## config.mk

```make
export PLATFORM = sky130hd
export DESIGN_NAME = lcf_front
export DESIGN_NICKNAME = d
export VERILOG_FILES = /design/src/sv/lcf_pkg.sv /design/src/sv/lcf_front.sv
export SDC_FILE = /design/constraint.sdc
export NUM_CORES = 1
export LEC_CHECK = 0
export BUFFER_PORTS_ARGS = -buffer_cell sky130_fd_sc_hd__buf_2
export CAP_MARGIN = 20
export CORE_AREA = 2 2 130 132
export DETAILED_ROUTE_END_ITERATION = 7
export DIE_AREA = 0 0 132 134
export GPL_TIMING_DRIVEN = 0
export PLACE_DENSITY = 0.76
export SYNTH_ARGS = -nofsm -noshare
export SYNTH_HDL_FRONTEND = slang
export SYNTH_SLANG_ARGS = --single-unit
```

## constraint.sdc

```tcl
create_clock -name vclk -period 5.8
set_input_delay 0.58 -clock vclk [all_inputs]
set_output_delay 0.58 -clock vclk [all_outputs]
set_load 0.005 [all_outputs]
```

## src/sv/lcf_pkg.sv

```systemverilog
// Package: lattice tags, operation codes and the queue entry type.
`default_nettype none
package lcf_pkg;
    localparam int unsigned QDEPTH = 4;
    localparam int unsigned VW     = 64;
    localparam int unsigned HW     = VW / 2;

    localparam logic [1:0] TAG_BOTTOM = 2'd0;
    localparam logic [1:0] TAG_CONST  = 2'd1;
    localparam logic [1:0] TAG_TOP    = 2'd2;

    typedef enum logic [2:0] {
        OP_ADD   = 3'd0,
        OP_SUB   = 3'd1,
        OP_MUL   = 3'd2,
        OP_SDIV  = 3'd3,
        OP_UDIV  = 3'd4,
        OP_SREM  = 3'd5,
        OP_UREM  = 3'd6,
        OP_OTHER = 3'd7
    } t_op;

    typedef enum logic [1:0] {
        K_DONE = 2'd0,
        K_MUL  = 2'd1,
        K_DIV  = 2'd2
    } t_kind;

    typedef struct packed {
        t_kind          kind;
        t_op            op;
        logic [1:0]     tag;
        logic [VW-1:0]  value;
        logic [VW-1:0]  a;
        logic [VW-1:0]  b;
    } t_item;
endpackage
`default_nettype wire

```

## src/sv/lcf_front.sv

```systemverilog
// Front end: classifies a transaction and folds the cases that need no multiplier or divider.
`default_nettype none
module lcf_front (
    input  wire logic [2:0]           i_operation,
    input  wire logic [1:0]           i_lhs_tag,
    input  wire logic [63:0]          i_lhs_value,
    input  wire logic [1:0]           i_rhs_tag,
    input  wire logic [63:0]          i_rhs_value,
    output lcf_pkg::t_item            o_item
);
    import lcf_pkg::*;

    always_comb begin
        o_item       = '0;
        o_item.op    = t_op'(i_operation);
        o_item.a     = i_lhs_value;
        o_item.b     = i_rhs_value;
        o_item.kind  = K_DONE;
        o_item.tag   = TAG_TOP;
        o_item.value = '0;
        if (i_lhs_tag == TAG_BOTTOM || i_rhs_tag == TAG_BOTTOM) begin
            o_item.tag = TAG_BOTTOM;
        end else if (i_lhs_tag == TAG_CONST && i_rhs_tag == TAG_CONST) begin
            case (t_op'(i_operation))
                OP_ADD: begin
                    o_item.tag   = TAG_CONST;
                    o_item.value = i_lhs_value + i_rhs_value;
                end
                OP_SUB: begin
                    o_item.tag   = TAG_CONST;
                    o_item.value = i_lhs_value - i_rhs_value;
                end
                OP_MUL: o_item.kind = K_MUL;
                OP_SDIV, OP_UDIV, OP_SREM, OP_UREM: begin
                    if (i_rhs_value != '0) o_item.kind = K_DIV;
                end
                default: o_item.tag = TAG_TOP;
            endcase
        end
    end
endmodule
`default_nettype wire

```

### After elaboration in Yosys (flattened, before gate mapping)

Index checks and enable logic that the tools add are counted.

* reductions and logical operators: 8
* add/subtract/negate cells: 2
* muxes and demuxes: 9
* equality and inequality tests: 8

Operator list (number)
* $pmux 64 s2: 1
* $mux 66: 1
* $add 64x64->64: 1
* $mux 64: 1
* $reduce_bool 64->1: 1
* $sub 64x64->64: 1
* $mux 2: 5
* $eq 3x3->1 const B: 3
* $eq 3x2->1 const B: 2
* $eq 2x1->1 const B: 2
* $logic_not 2->1: 2
* $pmux 2 s2: 1
* $reduce_or 4->1: 1
* $eq 3x1->1 const B: 1
* $logic_not 3->1: 1
* $reduce_or 2->1: 1
* $logic_and 1x1->1: 1
* $logic_or 1x1->1: 1

* output and inout bits: 199
* logic and storage cells: 27
* bits in registers: 0
* input bits: 135

### Longest topological paths before layout

* word-level depth: 5
* depth in mapped cells: 23
* gate-level depth less buffers: 21

### Worst setup path after synthesis

No wires, ideal clock.

* path type: input to output
* start: in i_rhs_value[1]
* end: out o_item[191] (netlist name)
* data arrival time: 4.632 ns
* required time: 5.220 ns
* slack: 0.588 ns
* cell stages on the path: 21
* cells stage by stage: inv_1 > ha_1 > or4b_1 > nor3_4 > nand2_2 > nor3_4 > and2_4 > and3_1 > buf_4 > a21oi_1 > xnor2_1 > ha_1 > buf_2 > nand4_1 > nor2_1 > nand4_1 > or3_1 > o2111ai_1 > nand2_1 > or4_1 > o21ai_1

RTL lines
* from (decl): line lcf_front.sv:8 `input wire logic [63:0] i_rhs_value,`
* to (decl): line lcf_front.sv:9 `output lcf_pkg::t_item o_item`

==> results.py <==
metrics = {
    "status": {
        "status": "completed",
    },
    "place": {
        "io_buffers": 334,
        "hpwl_um": 21900,
        "dp_slack_ps": -740,
        "place_area_sq_um": 8690,
        "place.gp.congestion": 0.963,
    },
    "global_routing": {
        "grt_pass1_wl_um": 40200,
        "grt_pass1_vias": 7676,
        "overflow": 0,
        "grt_start_max_net_pins": 11,
        "gr-usage-all-layers_pct": 27.4,
        "antenna_found_initial": 0,
    },
    "timing": {
        "setup_violations": 0,
        "worst_pin_slew_ps": 762,
        "max_freq_ghz": 0.176,
        "hold_ws_ps": 1430,
        "final.setup.worst_slack_ps": 117,
        "period_minus_slack_ps": 5680,
        "relSlewSlack_pct": 49.2,
        "fin_setup_tns_ps": 0,
        "drv_slew": 0,
        "fin_crit_sh_pct": 98.0,
        "hold_viol_final": 0,
    },
    "worst_setup_path": {
        "cp.arrival_ps": 5100,
        "critPathMaxStageDelay_ps": 500,
        "path_cells": "buf_4 -> inv_4 -> ha_4 -> or4b_4 -> nor3_4 -> nand2_2 -> nor3_4 -> and2_4 -> and3_4 -> nor2_1 -> xnor2_1 -> ha_1 -> nand4_1 -> nor2_2 -> nand4_1 -> or3_4 -> o21a_4 -> a2111oi_4 -> nor3_1 -> nor3b_1 -> buf_2",
        "critPathLaunchType": "input port",
        "required_ps": 5220,
        "cp_slowest_cell": "or4b_4",
        "path_buf_inv": 3,
        "crit_start": "i_rhs_value[0]",
        "cp_top_family": "simple AND/OR/NAND/NOR gates",
        "cp-end-kind": "primary output",
        "critPathKind": "input port to primary output",
        "critPathMaxFanout": 5,
    },
    "layout": {
        "nNetsFinal": 1575,
        "design_area_sq_um": 9180,
        "area_growth_pct": 36.2,
        "seq_cells": 0,
        "clock_buffers": 0,
        "final_layout_size_suffix_gt1_share_pct": 41.7,
        "register_area_sq_um": 0,
        "diodes": 0,
    },
    "floorplan": {
        "die_w_um": 132,
        "io_pins": 334,
        "core_area_sq_um": 16300,
        "num_rows": 47,
        "fp.dieArea_sq_um": 17700,
        "start_util_pct": 41.4,
        "die_y_um": 134,
    },
    "route": {
        "initialDrtViolationCount": 655,
        "wire_per_inst_um": 16.4,
        "vias": 8598,
        "ant_nets": 0,
        "dr.pass1.iters": 5,
        "routed_wl_um": 26200,
        "drcViolationCount": 0,
        "via_per_inst": 5.40,
    },
    "min_path": {
        "hold_path_class": "input port to primary output",
        "min_delay_path_depth": 3,
        "hold_path_startpoint": "i_lhs_value[32]",
        "whs_endpoint": "o_item[96]",
    },
    "cts": {
        "cts_hold_buf": 0,
    },
    "power": {
        "ir_worst_vdd_mv": 0.0488,
        "p_leak_nw": 4.62,
        "powerDensity_nw_per_um2": 107,
    },
    "logic_synthesis": {
        "syn-num-nets": 1222,
        "syn_avg_cell_area_sq_um": 6.60,
        "ys_seq_area_share_pct": 0,
        "ys_warn_count": 0,
        "yosys.area.top_type_share_pct": 14.7,
        "syn_inst": 1022,
        "ys_top_cells_by_area": "buf_4 15%, ha_1 12%, xnor2_1 8.7%",
        "ys_types": 76,
        "synth_area_sq_um": 6740,
        "yosysTopAreaCell": "buf_4",
    },
    "run": {
        "cap_violations": 0,
    },
}
routing by layer:
layer	wire [um]	track usage [%]	share of wire (%)	vias up
li1	-	-	-	4231
met1	11800	38.0	45	3981
met2	12600	48.1	48	366
met3	1600	1.36	6.1	20
met4	263	3.50	1.0	0
met5	0	0	0	-
kinds of logic after synthesis:
logic type,synth area share [%]
AO/OA/AOI/OAI,27.5
XOR/XNOR,14.3
buffers and inverters,18.4
AND/OR/NAND/NOR,27.4
adder cells (fa/ha/maj),12.2
multiplexers,0.297
per-stage QoR:
| step | total power, mW | cells | utilization (%) |
|---|---|---|---|
| finish | 0.981 | 1593 | 56.4 |
| CTS | 0.944 | 1583 | 55.0 |
| global placement | 0.909 | 1576 | 53.3 |
| detailed placement | 0.912 | 1576 | 53.3 |
| floorplan | 0.642 | 1022 | - |
| global route | 1.08 | 1593 | 56.4 |
cell usage after synthesis, types with 3 or more instances:
cell       instances
o31ai_1            7
nor3b_1            8
xor2_1            43
a21o_1            36
a21oi_2            3
nor4_1             9
nand2b_1          13
nor2_1           115
o2111ai_1          3
o21a_1            11
nand4_1           18
and2_1            11
clkbuf_1          33
buf_4            132
inv_1             25
o21ai_1            3
xnor2_1           67
a21oi_1          105
or4_1              6
a31oi_1            7
buf_2              5
o21bai_1          11
a41oi_1            4
ha_1              64
and3_1             8
nand3_1           22
o211ai_1           4
a21boi_0           4
nor3_1            31
o41ai_1            3
or3_1              7
o21ai_0           49
nor2b_1           12
nand2_1           72
a31o_2             3
a211oi_1           8
or2_2              7
power by group:
group	switching [mW]	total [mW]	internal (mW)
clock network	0	0	0
registers	0	0	0
logic	0.546	0.981	0.435
layout by cell type, fill, tap and decap left out, types with 7 or more instances in the layout:
| master | count |
|---|---|
| buf_2 | 334 |
| buf_4 | 159 |
| nor2_1 | 111 |
| a21oi_1 | 104 |
| nand2_1 | 70 |
| xnor2_1 | 65 |
| ha_1 | 57 |
| o21ai_0 | 44 |
| xor2_1 | 43 |
| a21o_1 | 36 |
| nor3_1 | 28 |
| inv_1 | 23 |
| clkbuf_1 | 23 |
| nand3_1 | 22 |
| nand4_1 | 18 |
| nand2b_1 | 13 |
| nor2b_1 | 12 |
| o21bai_1 | 11 |
| and2_1 | 10 |
| o21a_1 | 10 |
| nor3b_1 | 8 |
| nor4_1 | 7 |
| or2_2 | 7 |
| o21ai_1 | 7 |
| o31ai_1 | 7 |
| and3_1 | 7 |
| a31oi_1 | 7 |
layout make-up:
type | instances | area (sq um)
Inverter | 25 | 98.8
Timing Repair Buffer | 361 | 1890
Tap cell | 220 | 275
Multi-Input combinational cell | 826 | 5810
Fill cell | 1628 | 7110
Buffer | 161 | 1110
repair_timing:
| item | 4_1_cts | 5_1_grt |
|---|---|---|
| hold endpoints to repair | 0 | 0 |
| pin swaps | 15 | 30 |
| gates resized for setup | 34 | 45 |
| setup endpoints to repair | 16 | 17 |
| cloned | 0 | 0 |
| setup buffers | 14 | 13 |
worst max path at each step:
| stage | to | slack, ps | cells past startpoint |
|---|---|---|---|
| detailed placement | o_item[191] | -740 | 23 |
| floorplan | o_item[191] | 590 | 21 |
| global route | o_item[190] | -50 | 21 |
| finish | o_item[185] | 120 | 21 |
| global placement | o_item[191] | -690 | 23 |
| CTS | o_item[191] | 0.05 | 23 |
Power figures use the tool's default switching activity.
