### config.mk
export PLATFORM = sky130hd
export DESIGN_NAME = lcf_queue
export DESIGN_NICKNAME = d
export VERILOG_FILES = /design/src/sv/lcf_pkg.sv /design/src/sv/lcf_queue.sv
export SDC_FILE = /design/constraint.sdc
export NUM_CORES = 1
export LEC_CHECK = 0
export BUFFER_PORTS_ARGS = -buffer_cell sky130_fd_sc_hd__buf_2
export CORE_MARGIN = 10
export CORE_UTILIZATION = 55
export CTS_CLUSTER_DIAMETER = 60
export CTS_CLUSTER_SIZE = 16
export DETAILED_ROUTE_END_ITERATION = 10
export PLACE_DENSITY = 0.81
export SETUP_SLACK_MARGIN = 0.4
export SLEW_MARGIN = 40
export SYNTH_ARGS = -nofsm -noshare
export SYNTH_HDL_FRONTEND = slang
export SYNTH_SLANG_ARGS = --single-unit
### constraint.sdc
create_clock -name i_clk -period 8.8 [get_ports i_clk]
set_clock_uncertainty 0.2 [all_clocks]
set_input_delay 1.76 -clock i_clk [delete_from_list [all_inputs] [get_ports i_clk]]
set_output_delay 1.76 -clock i_clk [all_outputs]
set_load 0.05 [all_outputs]
### src/sv/lcf_pkg.sv
// Package: lattice tags, operation codes and the queue entry type.
`default_nettype none
package lcf_pkg;
    localparam int unsigned QDEPTH = 4;
    localparam int unsigned VW     = 64;
    localparam int unsigned HW     = VW / 2;

    localparam logic [1:0] TAG_BOTTOM = 2'd0;
    localparam logic [1:0] TAG_CONST  = 2'd1;
    localparam logic [1:0] TAG_TOP    = 2'd2;

    typedef enum logic [2:0] {
        OP_ADD   = 3'd0,
        OP_SUB   = 3'd1,
        OP_MUL   = 3'd2,
        OP_SDIV  = 3'd3,
        OP_UDIV  = 3'd4,
        OP_SREM  = 3'd5,
        OP_UREM  = 3'd6,
        OP_OTHER = 3'd7
    } t_op;

    typedef enum logic [1:0] {
        K_DONE = 2'd0,
        K_MUL  = 2'd1,
        K_DIV  = 2'd2
    } t_kind;

    typedef struct packed {
        t_kind          kind;
        t_op            op;
        logic [1:0]     tag;
        logic [VW-1:0]  value;
        logic [VW-1:0]  a;
        logic [VW-1:0]  b;
    } t_item;
endpackage
`default_nettype wire

### src/sv/lcf_queue.sv
// Small FIFO between front end and execution back end.
`default_nettype none
module lcf_queue #(
    parameter int unsigned DEPTH = lcf_pkg::QDEPTH
) (
    input  wire logic         i_clk,
    input  wire logic         i_rst_n,
    input  wire logic         i_push,
    input  lcf_pkg::t_item    i_item,
    input  wire logic         i_pop,
    output lcf_pkg::t_item    o_item,
    output logic              o_empty,
    output logic              o_full
);
    import lcf_pkg::*;
    localparam int unsigned AW = (DEPTH > 1) ? $clog2(DEPTH) : 1;
    localparam int unsigned CW = $clog2(DEPTH + 1);

    t_item          r_mem [DEPTH];
    logic [AW-1:0]  r_wp, r_rp;
    logic [CW-1:0]  r_cnt;

    assign o_empty = (r_cnt == '0);
    assign o_full  = (r_cnt == CW'(DEPTH));
    assign o_item  = r_mem[r_rp];

    always_ff @(posedge i_clk) begin
        if (i_push) r_mem[r_wp] <= i_item;
    end

    always_ff @(posedge i_clk) begin
        if (!i_rst_n) begin
            r_wp  <= '0;
            r_rp  <= '0;
            r_cnt <= '0;
        end else begin
            if (i_push) r_wp <= (r_wp == AW'(DEPTH - 1)) ? '0 : r_wp + 1'b1;
            if (i_pop)  r_rp <= (r_rp == AW'(DEPTH - 1)) ? '0 : r_rp + 1'b1;
            if (i_push && !i_pop)      r_cnt <= r_cnt + 1'b1;
            else if (!i_push && i_pop) r_cnt <= r_cnt - 1'b1;
        end
    end
endmodule
`default_nettype wire

# Word level (Yosys, flattened, before mapping)
# Memories as Yosys holds them, arrays and structs flattened. A register that Yosys moved wholly into a read port is not among the register bits.
# Cells that the tools add are included.
# word_totals
regBits,7
mem_bits_rw,796
in_bits,203
wordCells,25
memories,1
# classes
addsub,4
eq_ne,3
mux,8
n_reduce_logical,6
# memory_table
memory,words,width,rd,rd_ports_with_merged_regs,wr,line_no,rtl
r_mem,4,199,1,1,1,lcf_queue.sv:19,t_item r_mem [DEPTH];
# ops
cell,n
2-bit two-way mux,4
3-bit two-way mux,2
"2-bit by 1-bit adder with 2-bit output, second input constant",2
"2-bit equality test, second input constant",2
"3-bit by 1-bit adder with 3-bit output, second input constant",1
"3-bit equality test, second input constant",1
3-bit logical NOT,1
"3-bit by 1-bit subtractor with 3-bit output, second input constant",1
1-bit logical AND,2
1-bit logical NOT,2
1-bit two-way mux,2
2-bit nonzero test,1

# Depth between registers and ports, before layout
# Gate-level depths: netlist of the first run.
# logic_depth
ltp_word,4
mapped_depth,7

# Worst setup path before layout of the first run
# Ideal clock, no wire load.
# synth_path
kind,input -> register
from,in i_push
to,mem r_mem[0][0] (netlist name) (enable)
setup_time_ns,0.583
arrival_ns,6.275
slack_ns,1.742
cell_stages,1
n_path_buf,0
path_cell_list,and2_1
# synth_between
elab_chain_cells,2
# synth_lines
element,line_no,rtl
from (decl),lcf_queue.sv:8,"input wire logic i_push,"
1-bit two-way mux,lcf_queue.sv:28,if (i_push) r_mem[r_wp] <= i_item;
1-bit two-way mux (not written as such),lcf_queue.sv:28,
to (decl),lcf_queue.sv:19,
# Every way passes these cells.

==> impl_metrics.prom, run 1 <==
# TYPE chip_impl_metric gauge
chip_impl_info{name="run_status",value="completed"} 1
chip_impl_metric{name="setup_tns",unit="ns"} 0
chip_impl_metric{name="synth_seq_cells",unit=""} 805
chip_impl_metric{name="setup_ws",unit="ns"} 3.68
chip_impl_metric{name="min_period",unit="ns"} 5.12
chip_impl_metric{name="muxShareOfSynthArea",unit="%"} 15.5
chip_impl_metric{name="fp-row-count",unit=""} 84
chip_impl_info{name="worst_setup_path_start_kind",value="flop"} 1
chip_impl_metric{name="max_slew.worst_pin.slew",unit="ns"} 0.792
chip_impl_metric{name="crit_path_max_fanout",unit=""} 46
chip_impl_metric{name="whs_path_depth",unit=""} 2
chip_impl_metric{name="grt.met2_usage",unit="%"} 31.0
chip_impl_metric{name="grt_first_pass_wirelength",unit="um"} 89500
chip_impl_metric{name="detailroute.via_count",unit=""} 13060
chip_impl_metric{name="cts_resized",unit=""} 0
chip_impl_metric{name="mappedNetlistArea",unit="um^2"} 29100
chip_impl_metric{name="xor_and_xnor_area_share_after_synthesis",unit="%"} 0.0601
chip_impl_metric{name="dp.final_hpwl",unit="um"} 37000
chip_impl_metric{name="route.detailed.wl_per_inst",unit="um"} 26.6
chip_impl_metric{name="detailedRoute.firstPassIterationCount",unit=""} 8
chip_impl_metric{name="yosys_warnings",unit=""} 0
chip_impl_metric{name="cap_viol_max_count",unit=""} 0
chip_impl_metric{name="path_clk_slew",unit="ns"} 0.07
chip_impl_metric{name="mean_instance_size_in_the_synthesized_netlist",unit="um^2"} 26.9
chip_impl_metric{name="worst_ep_arrival_time",unit="ns"} 3.16
chip_impl_metric{name="setup_violations_final",unit=""} 0
chip_impl_metric{name="worst_r2r_path_depth",unit=""} 3
chip_impl_metric{name="placement.setup.worst_slack",unit="ns"} 4.19
chip_impl_info{name="rsz_0062_raised_after_global_routing",value="false"} 1
chip_impl_metric{name="peakVddDrop",unit="V"} 0.000334
chip_impl_metric{name="clock_latency",unit="ns"} 0.60
chip_impl_metric{name="pwr_density_cell",unit="nW/um^2"} 237
chip_impl_metric{name="dieHeight",unit="um"} 250
chip_impl_info{name="tritoncts",value="built"} 1
chip_impl_metric{name="grtUsageMet1",unit="%"} 23.9
chip_impl_metric{name="final_layout_size_suffix_gt1_share",unit="%"} 44.9
chip_impl_metric{name="cts-root-to-sink-buffers",unit=""} 3
chip_impl_info{name="capturing_point_of_the_worst_reg2reg_path",value="r_mem[3][115]$_DFFE_PP_"} 1
chip_impl_metric{name="initial_core_util",unit="%"} 55.5
chip_impl_metric{name="post_synth_edffs",unit=""} 796
chip_impl_metric{name="register_area_share_after_synthesis",unit="%"} 82.6
chip_impl_info{name="ys_dominant_reg_cell",value="sky130_fd_sc_hd__edfxtp_1"} 1
chip_impl_metric{name="finalHoldViolations",unit=""} 0
chip_impl_info{name="worst_hold_startpoint",value="r_cnt[2]$_SDFFE_PN0P_"} 1
chip_impl_metric{name="design.core.area",unit="um^2"} 52600
chip_impl_metric{name="die_area",unit="um^2"} 62600
chip_impl_metric{name="number_of_antenna_violations_at_the_first_check_in_global_routing",unit=""} 18
chip_impl_metric{name="io_buffers",unit=""} 403
chip_impl_metric{name="grtUsageTotal",unit="%"} 18.7
chip_impl_metric{name="finish.net_count",unit=""} 1727
chip_impl_metric{name="synthDistinctLibCells",unit=""} 22
chip_impl_metric{name="gpl.final_weighted_congestion",unit=""} 0.732
chip_impl_metric{name="remaining_drc_errors",unit=""} 0
chip_impl_metric{name="totalWireLength",unit="um"} 59500
chip_impl_metric{name="ctsHtreeMaxLevel",unit=""} 2
chip_impl_info{name="clockRootBuffer",value="sky130_fd_sc_hd__clkbuf_16"} 1
chip_impl_metric{name="flow.area_growth_from_synthesis",unit="%"} 15.5
chip_impl_metric{name="number_of_ports_placed_on_the_die_boundary",unit=""} 404
chip_impl_info{name="hold_class",value="flop to flop"} 1
chip_impl_metric{name="cts.repair_timing.setup_buffer_count",unit=""} 0
chip_impl_info{name="setup.worst_path.class",value="flop to output port"} 1
chip_impl_info{name="endpoint_of_the_most_critical_setup_path",value="o_item[91]"} 1
chip_impl_metric{name="synthSimpleGateAreaFrac",unit="%"} 0.309
chip_impl_metric{name="global_route.usage.met3",unit="%"} 5.76
chip_impl_metric{name="detail_route_antenna_nets",unit=""} 0
chip_impl_metric{name="first_global_vias",unit=""} 13841
chip_impl_metric{name="viasPerCell",unit=""} 5.84
chip_impl_metric{name="synthesis.instances",unit=""} 1083
chip_impl_info{name="synth_top_family_by_area",value="multiplexers"} 1
chip_impl_metric{name="syn_nets",unit=""} 1293
chip_impl_metric{name="overflow",unit=""} 0
chip_impl_metric{name="max_slew_margin",unit="%"} 47.2
chip_impl_metric{name="async_reset_ff_share",unit="%"} 0
chip_impl_metric{name="achievable-frequency",unit="GHz"} 0.195
chip_impl_info{name="grt.busiest_layer",value="met2"} 1
chip_impl_metric{name="required",unit="ns"} 6.84
chip_impl_metric{name="power",unit="uW"} 7970
chip_impl_metric{name="complex_gate_fraction_of_the_synthesized_area",unit="%"} 0.0687
chip_impl_metric{name="pin_count_of_the_biggest_net_entering_global_routing",unit=""} 108
chip_impl_metric{name="layout_worst_path_cycle_share",unit="%"} 58.1
chip_impl_metric{name="total_leakage_power",unit="uW"} 0.0111
chip_impl_metric{name="cts-buffers-inserted",unit=""} 58
chip_impl_metric{name="die_w",unit="um"} 250
chip_impl_metric{name="drv_slew",unit=""} 0
chip_impl_metric{name="cts.sink_count",unit=""} 805
chip_impl_info{name="launch_instance_of_the_worst_register_to_register_path",value="r_wp[0]$_SDFFE_PN0P_"} 1
chip_impl_metric{name="synthAdderAreaFrac",unit="%"} 0.326
chip_impl_metric{name="regToRegSetupSlack",unit="ns"} 6.29
chip_impl_metric{name="cts_hold_buffers",unit=""} 0
chip_impl_metric{name="drtIter0Drc",unit=""} 1071
chip_impl_info{name="setup.worst_path.end_class",value="output port"} 1
[worst min path at each step]
stage | end | slack [ns]
floorplan | r_cnt[2]$_SDFFE_PN0P_ | 0.27
global placement | r_cnt[2]$_SDFFE_PN0P_ | 0.28
detailed placement | r_cnt[2]$_SDFFE_PN0P_ | 0.31
CTS | r_cnt[2]$_SDFFE_PN0P_ | 0.32
global route | flop | 0.37
finish | r_cnt[2]$_SDFFE_PN0P_ | 0.32
[final cells by class]
cell class              instances  area, um^2
diodes                         13        32.5
clock buffers                  71        1520
clock inverters                 8         113
fillers                      3345       18900
inverters                       4        15.0
multi-input cells             230        4750
flip-flops and latches        805       24100
well taps                     688         861
repair buffers                418        2280
[synthesized netlist by cell type, types with 2 or more instances]
library cell	count	area share, %
sky130_fd_sc_hd__and2_1	5	0.11
sky130_fd_sc_hd__buf_1	7	0.090
sky130_fd_sc_hd__buf_2	22	0.38
sky130_fd_sc_hd__buf_6	14	0.54
sky130_fd_sc_hd__dfxtp_1	9	0.62
sky130_fd_sc_hd__edfxtp_1	796	82
sky130_fd_sc_hd__ha_1	6	0.26
sky130_fd_sc_hd__inv_1	4	0.052
sky130_fd_sc_hd__mux2i_1	4	0.14
sky130_fd_sc_hd__mux4_2	199	15
sky130_fd_sc_hd__nor2b_1	5	0.11
sky130_fd_sc_hd__nor3_1	2	0.034
[routing by layer]
| layer | part of all wire (%) | vias to the layer above | routed length (um) |
|---|---|---|---|
| met2 | 52 | 566 | 30700 |
| li1 | - | 5553 | - |
| met5 | 0.19 | - | 114 |
| met4 | 1.7 | 18 | 1020 |
| met3 | 9.3 | 86 | 5520 |
| met1 | 37 | 6837 | 22100 |
[report_power, final]
| group | switching [uW] | internal [uW] | total [uW] |
|---|---|---|---|
| clock network | 1180 | 1270 | 2450 |
| logic | 771 | 310 | 1080 |
| registers | 52.1 | 4390 | 4450 |
[registers in the layout (all words and copies together) (netlist names), named ones only]
| register | cells |
|---|---|
| r_cnt | 3 |
| r_wp | 2 |
| r_mem | 796 |
| r_rp | 2 |
[through the flow]
stage               instance area, um^2  hold WS (ns)  utilization, %  cells
CTS                               33600         0.322            64.0   2224
global route                      33600         0.366            64.0   2229
detailed placement                32000         0.312            60.9   2145
finish                            33700         0.324            64.1   2237
global placement                  31900         0.284            60.7   2142
floorplan                         29100         0.272               -   1083
[placed cells by master, fill, tap and decap left out, types with 4 or more instances in the layout]
| cell | n |
|---|---|
| sky130_fd_sc_hd__clkbuf_16 | 59 |
| sky130_fd_sc_hd__mux2i_1 | 4 |
| sky130_fd_sc_hd__and2_4 | 4 |
| sky130_fd_sc_hd__edfxtp_1 | 796 |
| sky130_fd_sc_hd__dfxtp_1 | 7 |
| sky130_fd_sc_hd__buf_2 | 403 |
| sky130_fd_sc_hd__nor2b_1 | 5 |
| sky130_fd_sc_hd__mux4_2 | 199 |
| sky130_fd_sc_hd__ha_1 | 6 |
| sky130_fd_sc_hd__buf_12 | 7 |
| sky130_fd_sc_hd__buf_6 | 6 |
| sky130_fd_sc_hd__inv_1 | 4 |
| sky130_fd_sc_hd__clkbuf_1 | 12 |
| sky130_fd_sc_hd__diode_2 | 13 |
[kinds of logic after synthesis]
| logic type | after synthesis |
|---|---|
| xor gates and xnor gates | 2 |
| and+or+nand+nor | 15 |
| adders and majority gates | 7 |
| DFF | 805 |
| buffers and inverters | 48 |
| AOI/OAI and AO/OA | 3 |
| muxes | 203 |
[worst max-delay path, cell delays in order (launching register included)]
cell	delay [ns]
sky130_fd_sc_hd__dfxtp_4	0.63
sky130_fd_sc_hd__buf_12	0.28
sky130_fd_sc_hd__buf_16	0.32
sky130_fd_sc_hd__buf_16	0.32
sky130_fd_sc_hd__mux4_2	0.62
sky130_fd_sc_hd__buf_2	0.24
No activity file was read; power rests on OpenSTA's default activity.
==> inputs of run 2 (changes only) <==
Settings changed: CORE_UTILIZATION 55 to 51, PLACE_DENSITY 0.81 to 0.79.
Clock period 8.8 ns to 4.5 ns, I/O delays scaled along.
==> run 2 against run 1 <==
  * Critical path depth is 2 lower
  * Clock power increased by 100%
  * Hold slack worse by 0.014 ns
  * Via count increased by 0.54%
  * Non-clock buffer count increased by 27
  * Final cell count rose by 4.2%
  * Setup slack got worse by 2.9 ns
  * Design area rose by 1.4%
  * Combinational power is 100% higher
  * Core utilization fell by 3.6 points
  * Count of clock-buffer cells in the layout increased by 3
  * Sequential power increased by 95%
  * Largest cell class unchanged
  * Largest power group unchanged
==> impl_metrics.prom, run 2 (synthesized netlist as in run 1, its figures left out) <==
# TYPE chip_impl_metric gauge
chip_impl_metric{name="number_of_antenna_violations_at_the_first_check_in_global_routing",unit=""} 20
chip_impl_info{name="highest-signal-layer",value="met5"} 1
chip_impl_metric{name="cts-root-to-sink-buffers",unit=""} 3
chip_impl_info{name="setup.worst_path.class",value="flop to output port"} 1
chip_impl_metric{name="dieHeight",unit="um"} 259
chip_impl_metric{name="first_global_vias",unit=""} 14221
chip_impl_info{name="hold_class",value="input pin to flop"} 1
chip_impl_metric{name="gpl.final_weighted_congestion",unit=""} 0.744
chip_impl_metric{name="pwr-share-clk",unit="%"} 31.1
chip_impl_metric{name="viasPerCell",unit=""} 5.63
chip_impl_info{name="reg.largest.list",value="r_mem: 796 flops, r_cnt: 3 flops"} 1
chip_impl_metric{name="min_period",unit="ns"} 3.73
chip_impl_info{name="final_common_cell",value="sky130_fd_sc_hd__edfxtp_1"} 1
chip_impl_metric{name="max_slew_margin",unit="%"} 54.1
chip_impl_metric{name="design.core.area",unit="um^2"} 56500
chip_impl_metric{name="power",unit="uW"} 15700
chip_impl_info{name="final_cell_mix",value="796 x sky130_fd_sc_hd__edfxtp_1, 403 x sky130_fd_sc_hd__buf_2, 199 x sky130_fd_sc_hd__mux4_2, 61 x sky130_fd_sc_hd__clkbuf_16"} 1
chip_impl_metric{name="pin_count_of_the_biggest_net_entering_global_routing",unit=""} 65
chip_impl_metric{name="cts_hold_buffers",unit=""} 0
chip_impl_metric{name="achievable-frequency",unit="GHz"} 0.268
chip_impl_metric{name="cts.sink_count",unit=""} 805
chip_impl_metric{name="routed_wire_length_on_met2",unit="um"} 31200
chip_impl_info{name="largest-register",value="r_mem"} 1
chip_impl_metric{name="swShare",unit="%"} 25.0
chip_impl_metric{name="internal_power_summed_over_all_cells",unit="uW"} 11800
chip_impl_metric{name="initial_core_util",unit="%"} 51.6
chip_impl_metric{name="setup_tns",unit="ns"} 0
chip_impl_metric{name="grt_first_pass_wirelength",unit="um"} 91600
chip_impl_metric{name="power.net_switching",unit="uW"} 3940
chip_impl_metric{name="cts.repair_timing.setup_buffer_count",unit=""} 0
chip_impl_info{name="worst_setup_path_start_kind",value="flop"} 1
chip_impl_info{name="worst_hold_startpoint",value="i_item[60]"} 1
chip_impl_info{name="launch_instance_of_the_worst_register_to_register_path",value="r_wp[0]$_SDFFE_PN0P_"} 1
chip_impl_info{name="clockRootBuffer",value="sky130_fd_sc_hd__clkbuf_16"} 1
chip_impl_metric{name="ctsHtreeMaxLevel",unit=""} 2
chip_impl_metric{name="drv_slew",unit=""} 0
chip_impl_info{name="setup.worst_path.end_class",value="output port"} 1
chip_impl_metric{name="final_layout_size_suffix_gt1_share",unit="%"} 45.9
chip_impl_metric{name="route.detailed.wl_per_inst",unit="um"} 26.0
chip_impl_info{name="rsz_0062_raised_after_global_routing",value="false"} 1
chip_impl_metric{name="fp-row-count",unit=""} 87
chip_impl_metric{name="clock_latency",unit="ns"} 0.59
chip_impl_metric{name="drtIter0Drc",unit=""} 1125
chip_impl_metric{name="max_slew.worst_pin.slew",unit="ns"} 0.689
chip_impl_metric{name="flow.area_growth_from_synthesis",unit="%"} 17.1
chip_impl_metric{name="overflow",unit=""} 0
chip_impl_metric{name="wl_met1",unit="um"} 22500
chip_impl_metric{name="total_leakage_power",unit="uW"} 0.0113
chip_impl_metric{name="number_of_ports_placed_on_the_die_boundary",unit=""} 404
chip_impl_metric{name="peakVddDrop",unit="V"} 0.000371
chip_impl_metric{name="crit_path_max_fanout",unit=""} 25
chip_impl_metric{name="layout_worst_path_cycle_share",unit="%"} 82.9
chip_impl_metric{name="io_buffers",unit=""} 403
chip_impl_metric{name="path_clk_slew",unit="ns"} 0.07
chip_impl_metric{name="dp.final_hpwl",unit="um"} 39100
chip_impl_metric{name="remaining_drc_errors",unit=""} 0
chip_impl_metric{name="pwr_density_cell",unit="nW/um^2"} 461
chip_impl_metric{name="pwr-share-comb",unit="%"} 13.8
chip_impl_metric{name="setup_violations_final",unit=""} 0
chip_impl_info{name="run_status",value="completed"} 1
chip_impl_metric{name="die_w",unit="um"} 259
chip_impl_metric{name="pwr-share-seq",unit="%"} 55.2
chip_impl_metric{name="cts-buffers-inserted",unit=""} 59
chip_impl_metric{name="worst_ep_arrival_time",unit="ns"} 2.63
chip_impl_metric{name="detailedRoute.firstPassIterationCount",unit=""} 5
chip_impl_metric{name="required",unit="ns"} 3.40
chip_impl_metric{name="finish.net_count",unit=""} 1755
chip_impl_metric{name="detailroute.via_count",unit=""} 13131
chip_impl_info{name="tritoncts",value="built"} 1
chip_impl_metric{name="grtUsageTotal",unit="%"} 18.0
chip_impl_metric{name="route.met3.wl",unit="um"} 5540
chip_impl_metric{name="finalHoldViolations",unit=""} 0
chip_impl_metric{name="cap_viol_max_count",unit=""} 0
chip_impl_metric{name="totalWireLength",unit="um"} 60700
chip_impl_metric{name="detail_route_antenna_nets",unit=""} 0
chip_impl_metric{name="cts_resized",unit=""} 0
chip_impl_metric{name="largest_register_ff_count",unit=""} 796
chip_impl_metric{name="die_area",unit="um^2"} 67100
-- run 2: cell types whose count changed in the layout (fill, tap and decap cells not counted), sizes merged --
cell | previous run | this run
buf | 418 | 445
clkbuf | 71 | 74
diode | 13 | 11
inv | 7 | 6
-- run 2: per-stage QoR --
stage	hold slack (ns)	instance area, um^2	setup WS, ns	std cells	utilization, %
2_1_floorplan	0.272	29100	0.522	1083	-
3_3_place_gp	0.286	32300	1.35	2236	57.2
3_5_place_dp	0.343	32400	1.31	2240	57.4
4_1_cts	0.261	34100	0.622	2321	60.4
5_1_grt	0.268	34100	0.564	2329	60.4
6_report	0.310	34100	0.768	2332	60.4
-- run 2: metal layers --
layer,vias to the layer above,track usage [%]
met5,-,0
met2,508,29.8
met4,20,5.02
li1,5612,-
met3,104,6.38
met1,6887,22.4
-- run 2: worst paths after layout --
kind                                  to  slack [ns]  cells past startpoint
setup / recovery             o_item[135]        0.77                      3
hold / removal    r_mem[3][60]$_DFFE_PP_        0.31                      1
setup reg to reg   r_mem[3][0]$_DFFE_PP_        2.28                      3
hold reg to reg     r_rp[1]$_SDFFE_PN0P_        0.36                      2
-- run 2: layout make-up --
class,count,area (um^2)
multi-input cells,230,4750
clock inverters,7,120
repair buffers,445,2590
well taps,756,946
diodes,11,27.5
inverters,4,15.0
flip-flops and latches,805,24100
fillers,3816,22400
clock buffers,74,1590
-- run 2: critical path: stages (launching register included) --
cell and delay (ns):
sky130_fd_sc_hd__dfxtp_4 0.75, sky130_fd_sc_hd__buf_4 0.46, sky130_fd_sc_hd__mux4_2 0.58, sky130_fd_sc_hd__buf_2 0.23
-- run 2: power by group through the flow --
stage | sequential, uW | combinational (uW) | clock [uW]
finish | 8690 | 2170 | 4890
global route | 8710 | 2280 | 5280
CTS | 8690 | 2210 | 5020
global placement | 8820 | 2150 | 0
floorplan | 8830 | 1550 | 0
detailed placement | 8850 | 2200 | 0
